### config.mk
export PLATFORM = sky130hd
export DESIGN_NAME = mlfqs_fixed_point_scheduler_math
export DESIGN_NICKNAME = d
export VERILOG_FILES = /design/src/hdl/mlfqs_pkg.sv /design/src/hdl/mlfqs_ram.sv /design/src/hdl/mlfqs_serial_unit.sv /design/src/hdl/mlfqs_fixed_point_scheduler_math.sv
export SDC_FILE = /design/constraint.sdc
export NUM_CORES = 2
export LEC_CHECK = 0
export ABC_CLOCK_PERIOD_IN_PS = 12850
export BUFFER_PORTS_ARGS = -buffer_cell sky130_fd_sc_hd__buf_2
export CAP_MARGIN = 15
export CORE_ASPECT_RATIO = 0.75
export CORE_UTILIZATION = 32
export DETAILED_ROUTE_END_ITERATION = 12
export GPL_TIMING_DRIVEN = 0
export HOLD_SLACK_MARGIN = 0.08
export PLACE_DENSITY = 0.55
export SKIP_CTS_REPAIR_TIMING = 1
export SYNTH_ARGS = -nofsm -noshare
export SYNTH_HDL_FRONTEND = slang
export SYNTH_SLANG_ARGS = --single-unit
### constraint.sdc
create_clock -name clk -period 12.85 [get_ports clk]
set_clock_uncertainty 0.15 [all_clocks]
set_input_delay 1.9275 -clock clk [delete_from_list [all_inputs] [get_ports clk]]
set_output_delay 1.9275 -clock clk [all_outputs]
set_load 0.01 [all_outputs]
### src/hdl/mlfqs_pkg.sv
// Package with shared constants, types and helpers for the scheduler math block.
package mlfqs_pkg;

  localparam int THREADS_DEF       = 64;
  localparam int PRIORITY_MAX_DEF  = 63;
  localparam int FRACTION_BITS_DEF = 14;
  localparam int LOAD_OUT_MAX      = 8191;
  localparam int TABLE_W           = 32;
  localparam int NICE_W            = 6;

  localparam logic [2:0] FUNC_CLEAR    = 3'd0;
  localparam logic [2:0] FUNC_TICK     = 3'd1;
  localparam logic [2:0] FUNC_LOAD     = 3'd2;
  localparam logic [2:0] FUNC_DECAY    = 3'd3;
  localparam logic [2:0] FUNC_SET_NICE = 3'd4;
  localparam logic [2:0] FUNC_PRIORITY = 3'd5;

  typedef struct packed {
    logic start;
    logic is_div;
  } unit_ctl_t;

  function automatic logic [31:0] sat32(input logic signed [47:0] v);
    logic [31:0] r;
    if (v > 48'sh0000_7FFF_FFFF) begin
      r = 32'h7FFF_FFFF;
    end else if (v < -48'sh0000_8000_0000) begin
      r = 32'h8000_0000;
    end else begin
      r = v[31:0];
    end
    return r;
  endfunction

endpackage

### src/hdl/mlfqs_ram.sv
// Generic single-write, single-read RAM with registered read data.
module mlfqs_ram #(
  parameter int WIDTH = 32,
  parameter int DEPTH = 64
) (
  input  logic                             clk,
  input  logic                             we,
  input  logic [$clog2(DEPTH)-1:0]         waddr,
  input  logic [WIDTH-1:0]                 wdata,
  input  logic [$clog2(DEPTH)-1:0]         raddr,
  output logic [WIDTH-1:0]                 rdata
);

  logic [WIDTH-1:0] mem [DEPTH];

  always_ff @(posedge clk) begin
    if (we) begin
      mem[waddr] <= wdata;
    end
    rdata <= mem[raddr];
  end

endmodule

### src/hdl/mlfqs_serial_unit.sv
// Bit-serial unsigned multiplier (32x32) and restoring divider (64/32).
module mlfqs_serial_unit (
  input  logic                 clk,
  input  logic                 rst_n,
  input  mlfqs_pkg::unit_ctl_t ctl_i,
  input  logic [63:0]          a_i,
  input  logic [31:0]          b_i,
  output logic                 done_o,
  output logic [63:0]          res_o
);

  import mlfqs_pkg::*;

  logic        busy_r;
  logic        div_r;
  logic        done_r;
  logic [5:0]  cnt_r;
  logic [63:0] acc_r;
  logic [32:0] rem_r;
  logic [31:0] b_r;

  logic [32:0] mul_sum;
  logic [32:0] rem_sh;
  logic        ge;
  logic        last;

  always_comb begin
    mul_sum = {1'b0, acc_r[63:32]} + (acc_r[0] ? {1'b0, b_r} : 33'd0);
    rem_sh  = {rem_r[31:0], acc_r[63]};
    ge      = rem_sh >= {1'b0, b_r};
    last    = div_r ? (cnt_r == 6'd63) : (cnt_r == 6'd31);
  end

  always_ff @(posedge clk) begin
    if (!rst_n) begin
      busy_r <= 1'b0;
      done_r <= 1'b0;
      div_r  <= 1'b0;
      cnt_r  <= '0;
    end else begin
      done_r <= busy_r && last;
      if (ctl_i.start) begin
        busy_r <= 1'b1;
        div_r  <= ctl_i.is_div;
        cnt_r  <= '0;
        acc_r  <= ctl_i.is_div ? a_i : {32'd0, a_i[31:0]};
        rem_r  <= '0;
        b_r    <= b_i;
      end else if (busy_r) begin
        cnt_r <= cnt_r + 6'd1;
        if (last) begin
          busy_r <= 1'b0;
        end
        if (div_r) begin
          rem_r <= ge ? (rem_sh - {1'b0, b_r}) : rem_sh;
          acc_r <= {acc_r[62:0], ge};
        end else begin
          acc_r <= {mul_sum, acc_r[31:1]};
        end
      end
    end
  end

  assign done_o = done_r;
  assign res_o  = acc_r;

endmodule

### src/hdl/mlfqs_fixed_point_scheduler_math.sv
// Top level of the fixed-point scheduler math block (load average, recent CPU, priority).
//
//   channel  direction  ports
//   in       input      in_valid/in_ready, func, thread_index, ready_count, ...
//   out      output     out_valid/out_ready, priority_res, recent_cpu_x100, load_avg_x100
//
// One item at a time runs through a bit-serial multiply/divide unit, one bit per cycle.
// Decay and load update run more serial multiplies and divides than clear, tick, set nice
// and priority, which run only the output multiplies.
// Reset is synchronous; a new item is taken while a finished result still waits.
// A stalled output holds the finished item, and the next one waits before its transfer.
module mlfqs_fixed_point_scheduler_math #(
  parameter int THREADS       = mlfqs_pkg::THREADS_DEF,
  parameter int PRIORITY_MAX  = mlfqs_pkg::PRIORITY_MAX_DEF,
  parameter int FRACTION_BITS = mlfqs_pkg::FRACTION_BITS_DEF
) (
  input  logic               clk,
  input  logic               rst_n,
  input  logic               in_valid,
  output logic               in_ready,
  input  logic [2:0]         in_func,
  input  logic [5:0]         in_thread_index,
  input  logic [6:0]         in_ready_count,
  input  logic               in_running_is_idle,
  input  logic signed [5:0]  in_new_nice,
  output logic               out_valid,
  input  logic               out_ready,
  output logic [5:0]         out_priority_res,
  output logic signed [31:0] out_recent_cpu_x100,
  output logic [12:0]        out_load_avg_x100
);

  import mlfqs_pkg::*;

  localparam int IW = (THREADS > 1) ? $clog2(THREADS) : 1;
  localparam logic [63:0] ONE  = 64'd1 << FRACTION_BITS;
  localparam logic [63:0] HALF = 64'd1 << (FRACTION_BITS - 1);

  typedef enum logic [3:0] {
    S_IDLE, S_RD, S_OP, S_L1, S_L2, S_L3, S_D1, S_D2, S_D3,
    S_WB, S_O1, S_O2, S_PR, S_DONE
  } state_t;

  state_t             state_r;
  logic [2:0]         func_r;
  logic [IW-1:0]      idx_r;
  logic [6:0]         rdy_r;
  logic               idle_r;
  logic signed [5:0]  newnice_r;
  logic signed [31:0] rc_r;
  logic signed [5:0]  nv_r;
  logic [31:0]        load_r;
  logic [31:0]        p1_r;
  logic [31:0]        rcx_r;
  logic [12:0]        la_r;
  logic [5:0]         pri_r;
  logic [THREADS-1:0] valid_r;
  logic               out_valid_r;
  logic [5:0]         out_pri_r;
  logic [31:0]        out_rcx_r;
  logic [12:0]        out_la_r;
  unit_ctl_t          ctl_r;
  logic [63:0]        ua_r;
  logic [31:0]        ub_r;

  logic               u_done;
  logic [63:0]        u_res;
  logic [IW-1:0]      mod_tab [64];
  logic [IW-1:0]      rd_idx;
  logic [31:0]        rc_ram_q;
  logic [5:0]         nv_ram_q;
  logic               wr_en;

  logic [31:0]        rc_mag;
  logic [31:0]        tick_val;
  logic [31:0]        p_sat;
  logic [7:0]         rdy_tot;
  logic [31:0]        load_sum;
  logic [32:0]        d_wide;
  logic [31:0]        d_val;
  logic [32:0]        den_wide;
  logic [31:0]        den_val;
  logic [63:0]        pm;
  logic signed [47:0] ps;
  logic [31:0]        rc_nice;
  logic [63:0]        rq;
  logic [31:0]        rcx_val;
  logic [63:0]        lq;
  logic [12:0]        la_val;
  logic signed [39:0] q4;
  logic signed [39:0] px;
  logic [39:0]        pr_q;
  logic [5:0]         pri_val;

  genvar k;
  generate
    for (k = 0; k < 64; k++) begin : g_mod
      assign mod_tab[k] = IW'(k % THREADS);
    end
  endgenerate

  assign rd_idx = mod_tab[in_thread_index];
  assign wr_en  = (state_r == S_WB);

  mlfqs_ram #(.WIDTH(TABLE_W), .DEPTH(THREADS)) u_rc_ram (
    .clk   (clk),
    .we    (wr_en),
    .waddr (idx_r),
    .wdata (rc_r),
    .raddr (rd_idx),
    .rdata (rc_ram_q)
  );

  mlfqs_ram #(.WIDTH(NICE_W), .DEPTH(THREADS)) u_nice_ram (
    .clk   (clk),
    .we    (wr_en),
    .waddr (idx_r),
    .wdata (nv_r),
    .raddr (rd_idx),
    .rdata (nv_ram_q)
  );

  mlfqs_serial_unit u_unit (
    .clk    (clk),
    .rst_n  (rst_n),
    .ctl_i  (ctl_r),
    .a_i    (ua_r),
    .b_i    (ub_r),
    .done_o (u_done),
    .res_o  (u_res)
  );

  always_comb begin
    rc_mag   = rc_r[31] ? (~rc_r + 32'd1) : rc_r;
    tick_val = sat32(48'(rc_r) + 48'(ONE));
    p_sat    = (u_res > 64'h7FFF_FFFF) ? 32'h7FFF_FFFF : u_res[31:0];
    rdy_tot  = {1'b0, rdy_r} + {7'd0, !idle_r};
    load_sum = sat32({16'd0, p1_r} + {16'd0, u_res[31:0]});
    d_wide   = {load_r, 1'b0};
    d_val    = (d_wide > 33'h0_7FFF_FFFF) ? 32'h7FFF_FFFF : d_wide[31:0];
    den_wide = {1'b0, d_val} + ONE[32:0];
    den_val  = (den_wide > 33'h0_7FFF_FFFF) ? 32'h7FFF_FFFF : den_wide[31:0];
    pm       = u_res >> FRACTION_BITS;
    ps       = rc_r[31] ? -$signed(pm[47:0]) : $signed(pm[47:0]);
    rc_nice  = sat32(48'(rc_r) + (48'(nv_r) <<< FRACTION_BITS));
    rq       = (u_res + HALF) >> FRACTION_BITS;
    rcx_val  = rc_r[31] ? (~rq[31:0] + 32'd1) : rq[31:0];
    lq       = (u_res + HALF) >> FRACTION_BITS;
    la_val   = (lq > 64'(LOAD_OUT_MAX)) ? 13'(LOAD_OUT_MAX) : lq[12:0];
    q4       = rc_r[31] ? ((40'(rc_r) + 40'sd3) >>> 2) : (40'(rc_r) >>> 2);
    px       = (40'(PRIORITY_MAX) <<< FRACTION_BITS) - q4
               - (40'(nv_r) <<< (FRACTION_BITS + 1));
    pr_q     = 40'(px + 40'(HALF)) >> FRACTION_BITS;
    if (px < 0) begin
      pri_val = 6'd0;
    end else if (pr_q > 40'(PRIORITY_MAX)) begin
      pri_val = 6'(PRIORITY_MAX);
    end else begin
      pri_val = pr_q[5:0];
    end
  end

  always_ff @(posedge clk) begin
    if (!rst_n) begin
      state_r     <= S_IDLE;
      load_r      <= '0;
      valid_r     <= '0;
      out_valid_r <= 1'b0;
      ctl_r       <= '0;
    end else begin
      if (ctl_r.start) begin
        ctl_r <= '0;
      end
      if (out_valid_r && out_ready && state_r != S_DONE) begin
        out_valid_r <= 1'b0;
      end
      case (state_r)
        S_IDLE: begin
          if (in_valid) begin
            func_r    <= in_func;
            idx_r     <= rd_idx;
            rdy_r     <= in_ready_count;
            idle_r    <= in_running_is_idle;
            newnice_r <= in_new_nice;
            state_r   <= S_RD;
          end
        end
        S_RD: begin
          rc_r    <= valid_r[idx_r] ? rc_ram_q : 32'd0;
          nv_r    <= valid_r[idx_r] ? nv_ram_q : 6'd0;
          state_r <= S_OP;
        end
        S_OP: begin
          state_r <= S_WB;
          case (func_r)
            FUNC_CLEAR: begin
              rc_r <= '0;
              nv_r <= '0;
            end
            FUNC_TICK: begin
              if (!idle_r) begin
                rc_r <= tick_val;
              end
            end
            FUNC_LOAD: begin
              ctl_r   <= '{start: 1'b1, is_div: 1'b0};
              ua_r    <= {32'd0, load_r};
              ub_r    <= 32'd59;
              state_r <= S_L1;
            end
            FUNC_DECAY: begin
              ctl_r   <= '{start: 1'b1, is_div: 1'b1};
              ua_r    <= {32'd0, d_val} << FRACTION_BITS;
              ub_r    <= den_val;
              state_r <= S_D1;
            end
            FUNC_SET_NICE: begin
              nv_r <= newnice_r;
            end
            default: begin
            end
          endcase
        end
        S_L1: begin
          if (u_done) begin
            ctl_r   <= '{start: 1'b1, is_div: 1'b1};
            ua_r    <= {32'd0, p_sat};
            ub_r    <= 32'd60;
            state_r <= S_L2;
          end
        end
        S_L2: begin
          if (u_done) begin
            p1_r    <= u_res[31:0];
            ctl_r   <= '{start: 1'b1, is_div: 1'b1};
            ua_r    <= {56'd0, rdy_tot} << FRACTION_BITS;
            ub_r    <= 32'd60;
            state_r <= S_L3;
          end
        end
        S_L3: begin
          if (u_done) begin
            load_r  <= load_sum;
            state_r <= S_WB;
          end
        end
        S_D1: begin
          if (u_done) begin
            ctl_r   <= '{start: 1'b1, is_div: 1'b0};
            ua_r    <= {32'd0, u_res[31:0]};
            ub_r    <= rc_mag;
            state_r <= S_D2;
          end
        end
        S_D2: begin
          if (u_done) begin
            rc_r    <= sat32(ps);
            state_r <= S_D3;
          end
        end
        S_D3: begin
          rc_r    <= rc_nice;
          state_r <= S_WB;
        end
        S_WB: begin
          valid_r[idx_r] <= 1'b1;
          ctl_r   <= '{start: 1'b1, is_div: 1'b0};
          ua_r    <= {32'd0, rc_mag};
          ub_r    <= 32'd100;
          state_r <= S_O1;
        end
        S_O1: begin
          if (u_done) begin
            rcx_r   <= rcx_val;
            ctl_r   <= '{start: 1'b1, is_div: 1'b0};
            ua_r    <= {32'd0, load_r};
            ub_r    <= 32'd100;
            state_r <= S_O2;
          end
        end
        S_O2: begin
          if (u_done) begin
            la_r    <= la_val;
            state_r <= S_PR;
          end
        end
        S_PR: begin
          pri_r   <= pri_val;
          state_r <= S_DONE;
        end
        S_DONE: begin
          if (!out_valid_r || out_ready) begin
            out_valid_r <= 1'b1;
            out_pri_r   <= pri_r;
            out_rcx_r   <= rcx_r;
            out_la_r    <= la_r;
            state_r     <= S_IDLE;
          end
        end
        default: begin
          state_r <= S_IDLE;
        end
      endcase
    end
  end

  assign in_ready            = (state_r == S_IDLE);
  assign out_valid           = out_valid_r;
  assign out_priority_res    = out_pri_r;
  assign out_recent_cpu_x100 = out_rcx_r;
  assign out_load_avg_x100   = out_la_r;

endmodule

==> impl_metrics.yaml <==
run_status:
  status: "complete, no violations"
clock_network:
  cts_buffers: 298
  cts_root_buf: "clkbuf_16"
  clkSlewWorstSetupHoldPaths_ns: 0.06
  cts_buffer_depth: 4
  htree_levels: 5
  numClockSinks: 2983
  cts_tree: "yes"
  clk_latency_ns: 0.93
cells_and_area:
  design_area_um2: 149000
  drive_above_1_share_pct: 22.0
  seq_area_um2: 88100
  nets: 7928
  area_growth_syn_to_layout_pct: 17.9
  multiInputGateArea_um2: 36800
  final_common_cell: "edfxtp_1"
  layout_common_cells: "2,833 x edfxtp_1, 799 x mux4_2, 333 x clkbuf_1, 327 x nand2_1, 308 x clkbuf_16"
  fillers: 35800
  utilization_pct: 37.9
die:
  io_pins: 80
  initial_core_util_pct: 32.2
  core_um2: 392000
  dieArea_um2: 397000
  die_y_um: 546
  num_rows: 199
  die_w_um: 728
timing:
  max_freq_mhz: 131
  rsz0062_at_grt: "false"
  final-setup-viol-count: 0
  whs_ns: 0.217
  fin_crit_ns: 7.61
  fin_tns_setup_ns: 0
  period_share_pct: 59.2
  slew_headroom_pct: 15.2
  hold_viol: 0
  slew_viol_final: 0
  worst_pin_slew_ns: 1.27
setup_path:
  slowest_stage: "edfxtp_1"
  r2r_slack_ns: 5.24
  crit_path_max_fanout: 18
  path_cells: "buf_16 > clkbuf_1 > and3_1 > and3_1 > nand3_1 > nor2_1 > and3_1 > nand3_1 > xor2_1 > ha_1 > ha_1 > clkbuf_1 > a21oi_1 > o21bai_1 > nand2b_1 > a211oi_1 > nor2_1 > xnor2_1 > and2_1 > nand4_1 > o31a_1 > nand4bb_1 > nor4b_4 > a21oi_1"
  crit_type: "flop to flop"
  start_kind: "flop"
  worstPathRequired_ns: 13.25
  arrival_ns: 8.01
  cpPeakStageDelay_ns: 1.01
  crit_path_end_kind: "flop"
  critPathMostFrequentCell: "and3_1"
grt:
  grt_max_degree: 41
  antenna_found_initial: 39
  overflow: 0
  grtUsageMet2_pct: 28.6
  grtUsageTotal_pct: 19.2
  grt_pass1_wl_um: 547000
  gr-usage-met1_pct: 29.0
  grt_util_met3_pct: 4.15
  grt.busiest_layer: "met1"
  grt_pass1_vias: 70600
placement:
  place_area_um2: 139000
  hpwl_um: 283000
  gp_congestion: 0.941
  io_buffers: 79
logic_synthesis:
  synth_top_area_share_pct: 67.3
  syn_area_per_cell_um2: 17.8
  ys.flop_type: "edfxtp_1"
  netlist_instances: 7094
  synth.area.top_cells: "edfxtp_1 67%, mux4_2 14%, dfxtp_1 2.4%, ha_1 1.7%, o21ai_0 1.1%"
  synth-warning-count: 0
  netlist_area_um2: 126000
  synth_edf_count: 2833
  async_flop_share_pct: 0
  yosysSeqAreaShare_pct: 69.7
  synth-seq-cells: 2983
  synth.distinct_cells: 100
  yosysTopAreaCell: "edfxtp_1"
  syn_nets: 7299
worst_hold_path:
  hp-class: "flop to flop"
power_and_ir_drop:
  peakVddDrop_uv: 131
  finalPower_mw: 24.8
  power_leakage_nw: 47.5
  power_density_nw_per_um2: 166
routing:
  ant_nets: 0
  wl_per_cell_um: 29.5
  dr_total_vias: 72400
  drtPass1Iterations: 6
  wl_um: 390000
  vias_per_cell: 5.49
  first_iter_violations: 10300
  drc: 0
flow_run:
  maxCapViolCount: 0
==> worst paths after layout <==
kind                       from                        to  cells past startpoint
max          rc_r[20]$_DFFE_PP_    pri_r[3]$_SDFFCE_PP0P_                     24
min          ub_r[28]$_DFFE_PP_  u_unit.b_r[28]$_DFFE_PP_                      0
max reg2reg  rc_r[20]$_DFFE_PP_    pri_r[3]$_SDFFCE_PP0P_                     24
min reg2reg  ub_r[28]$_DFFE_PP_  u_unit.b_r[28]$_DFFE_PP_                      0
==> cell families (layout without fill, tap and decap cells) <==
family	after synthesis	count (layout)	synth area share, %
AOI/OAI and AO/OA	1047	1047	5.28
xor gates and xnor gates	299	299	2.07
adders and majority gates	178	178	1.79
buffers and inverters	517	1383	1.61
DFF	2983	2983	69.7
muxes	888	888	15.0
other	1	9	0.00297
and+or+nand+nor	1181	1181	4.56
==> final cells by class <==
class	instances	share of cell area (%)
sequential	2983	59.1
multi-input combinational	3594	24.7
clock buffer	372	5.40
tap	5226	4.39
timing repair buffer	329	3.92
buffer	396	1.08
clock inverter	165	1.05
inverter	121	0.305
antenna	8	0.0134
==> worst max-delay path: cells and delay by family, from the launching register on <==
kind,cells,cell delay (ns)
AOI/OAI and AO/OA,5,1.08
xor gates and xnor gates,2,0.58
adders and majority gates,2,0.59
buffers and inverters,3,1.01
DFF,1,1.01
and+or+nand+nor,12,2.85
==> through the flow <==
stage	setup WS, ns	std cells
5_1_grt	4.78	13200
6_report	5.24	13200
4_1_cts	5.29	13200
3_3_place_gp	3.82	12400
2_1_floorplan	6.58	7094
3_5_place_dp	5.37	12600
==> sequential cells by signal, summed over array words and instances, names as in the netlist, 46 cells and up <==
name and cells:
u_rc_ram.mem 2048, u_nice_ram.mem 384, u_unit.res_o 64, valid_r 64, ua_r 46
==> power by group <==
group,internal [mW],switching [mW]
Sequential,11.4,0.301
Combinational,1.49,2.84
Clock,4.98,3.80
Total,17.8,6.94
==> routing by layer <==
metal,share of wire [%],wire (µm)
met1,45,175000
met2,44,171000
met3,9.3,36100
met4,1.9,7510
met5,0.011,41
==> Yosys cell counts (all sizes together) (11+ instances only) <==
cell type / n
and3: 50
a21oi: 274
o22ai: 38
xnor2: 158
mux2: 15
clkbuf: 289
a31oi: 27
o21bai: 17
a211oi: 20
o21a: 99
edfxtp: 2833
nand2b: 43
nand3: 116
nand3b: 11
a21o: 66
a21boi: 12
mux2i: 74
a22o: 15
nor2: 306
o211ai: 36
nor2b: 34
and2: 48
xor2: 141
o41ai: 13
ha: 174
or4: 16
inv: 120
dfxtp: 150
or3: 36
a222oi: 13
mux4: 799
nor3: 65
nand4: 52
o21ai: 286
nor4: 24
buf: 104
or2: 26
o31ai: 30
nand2: 328
No activity file was read; power rests on OpenSTA's default activity.
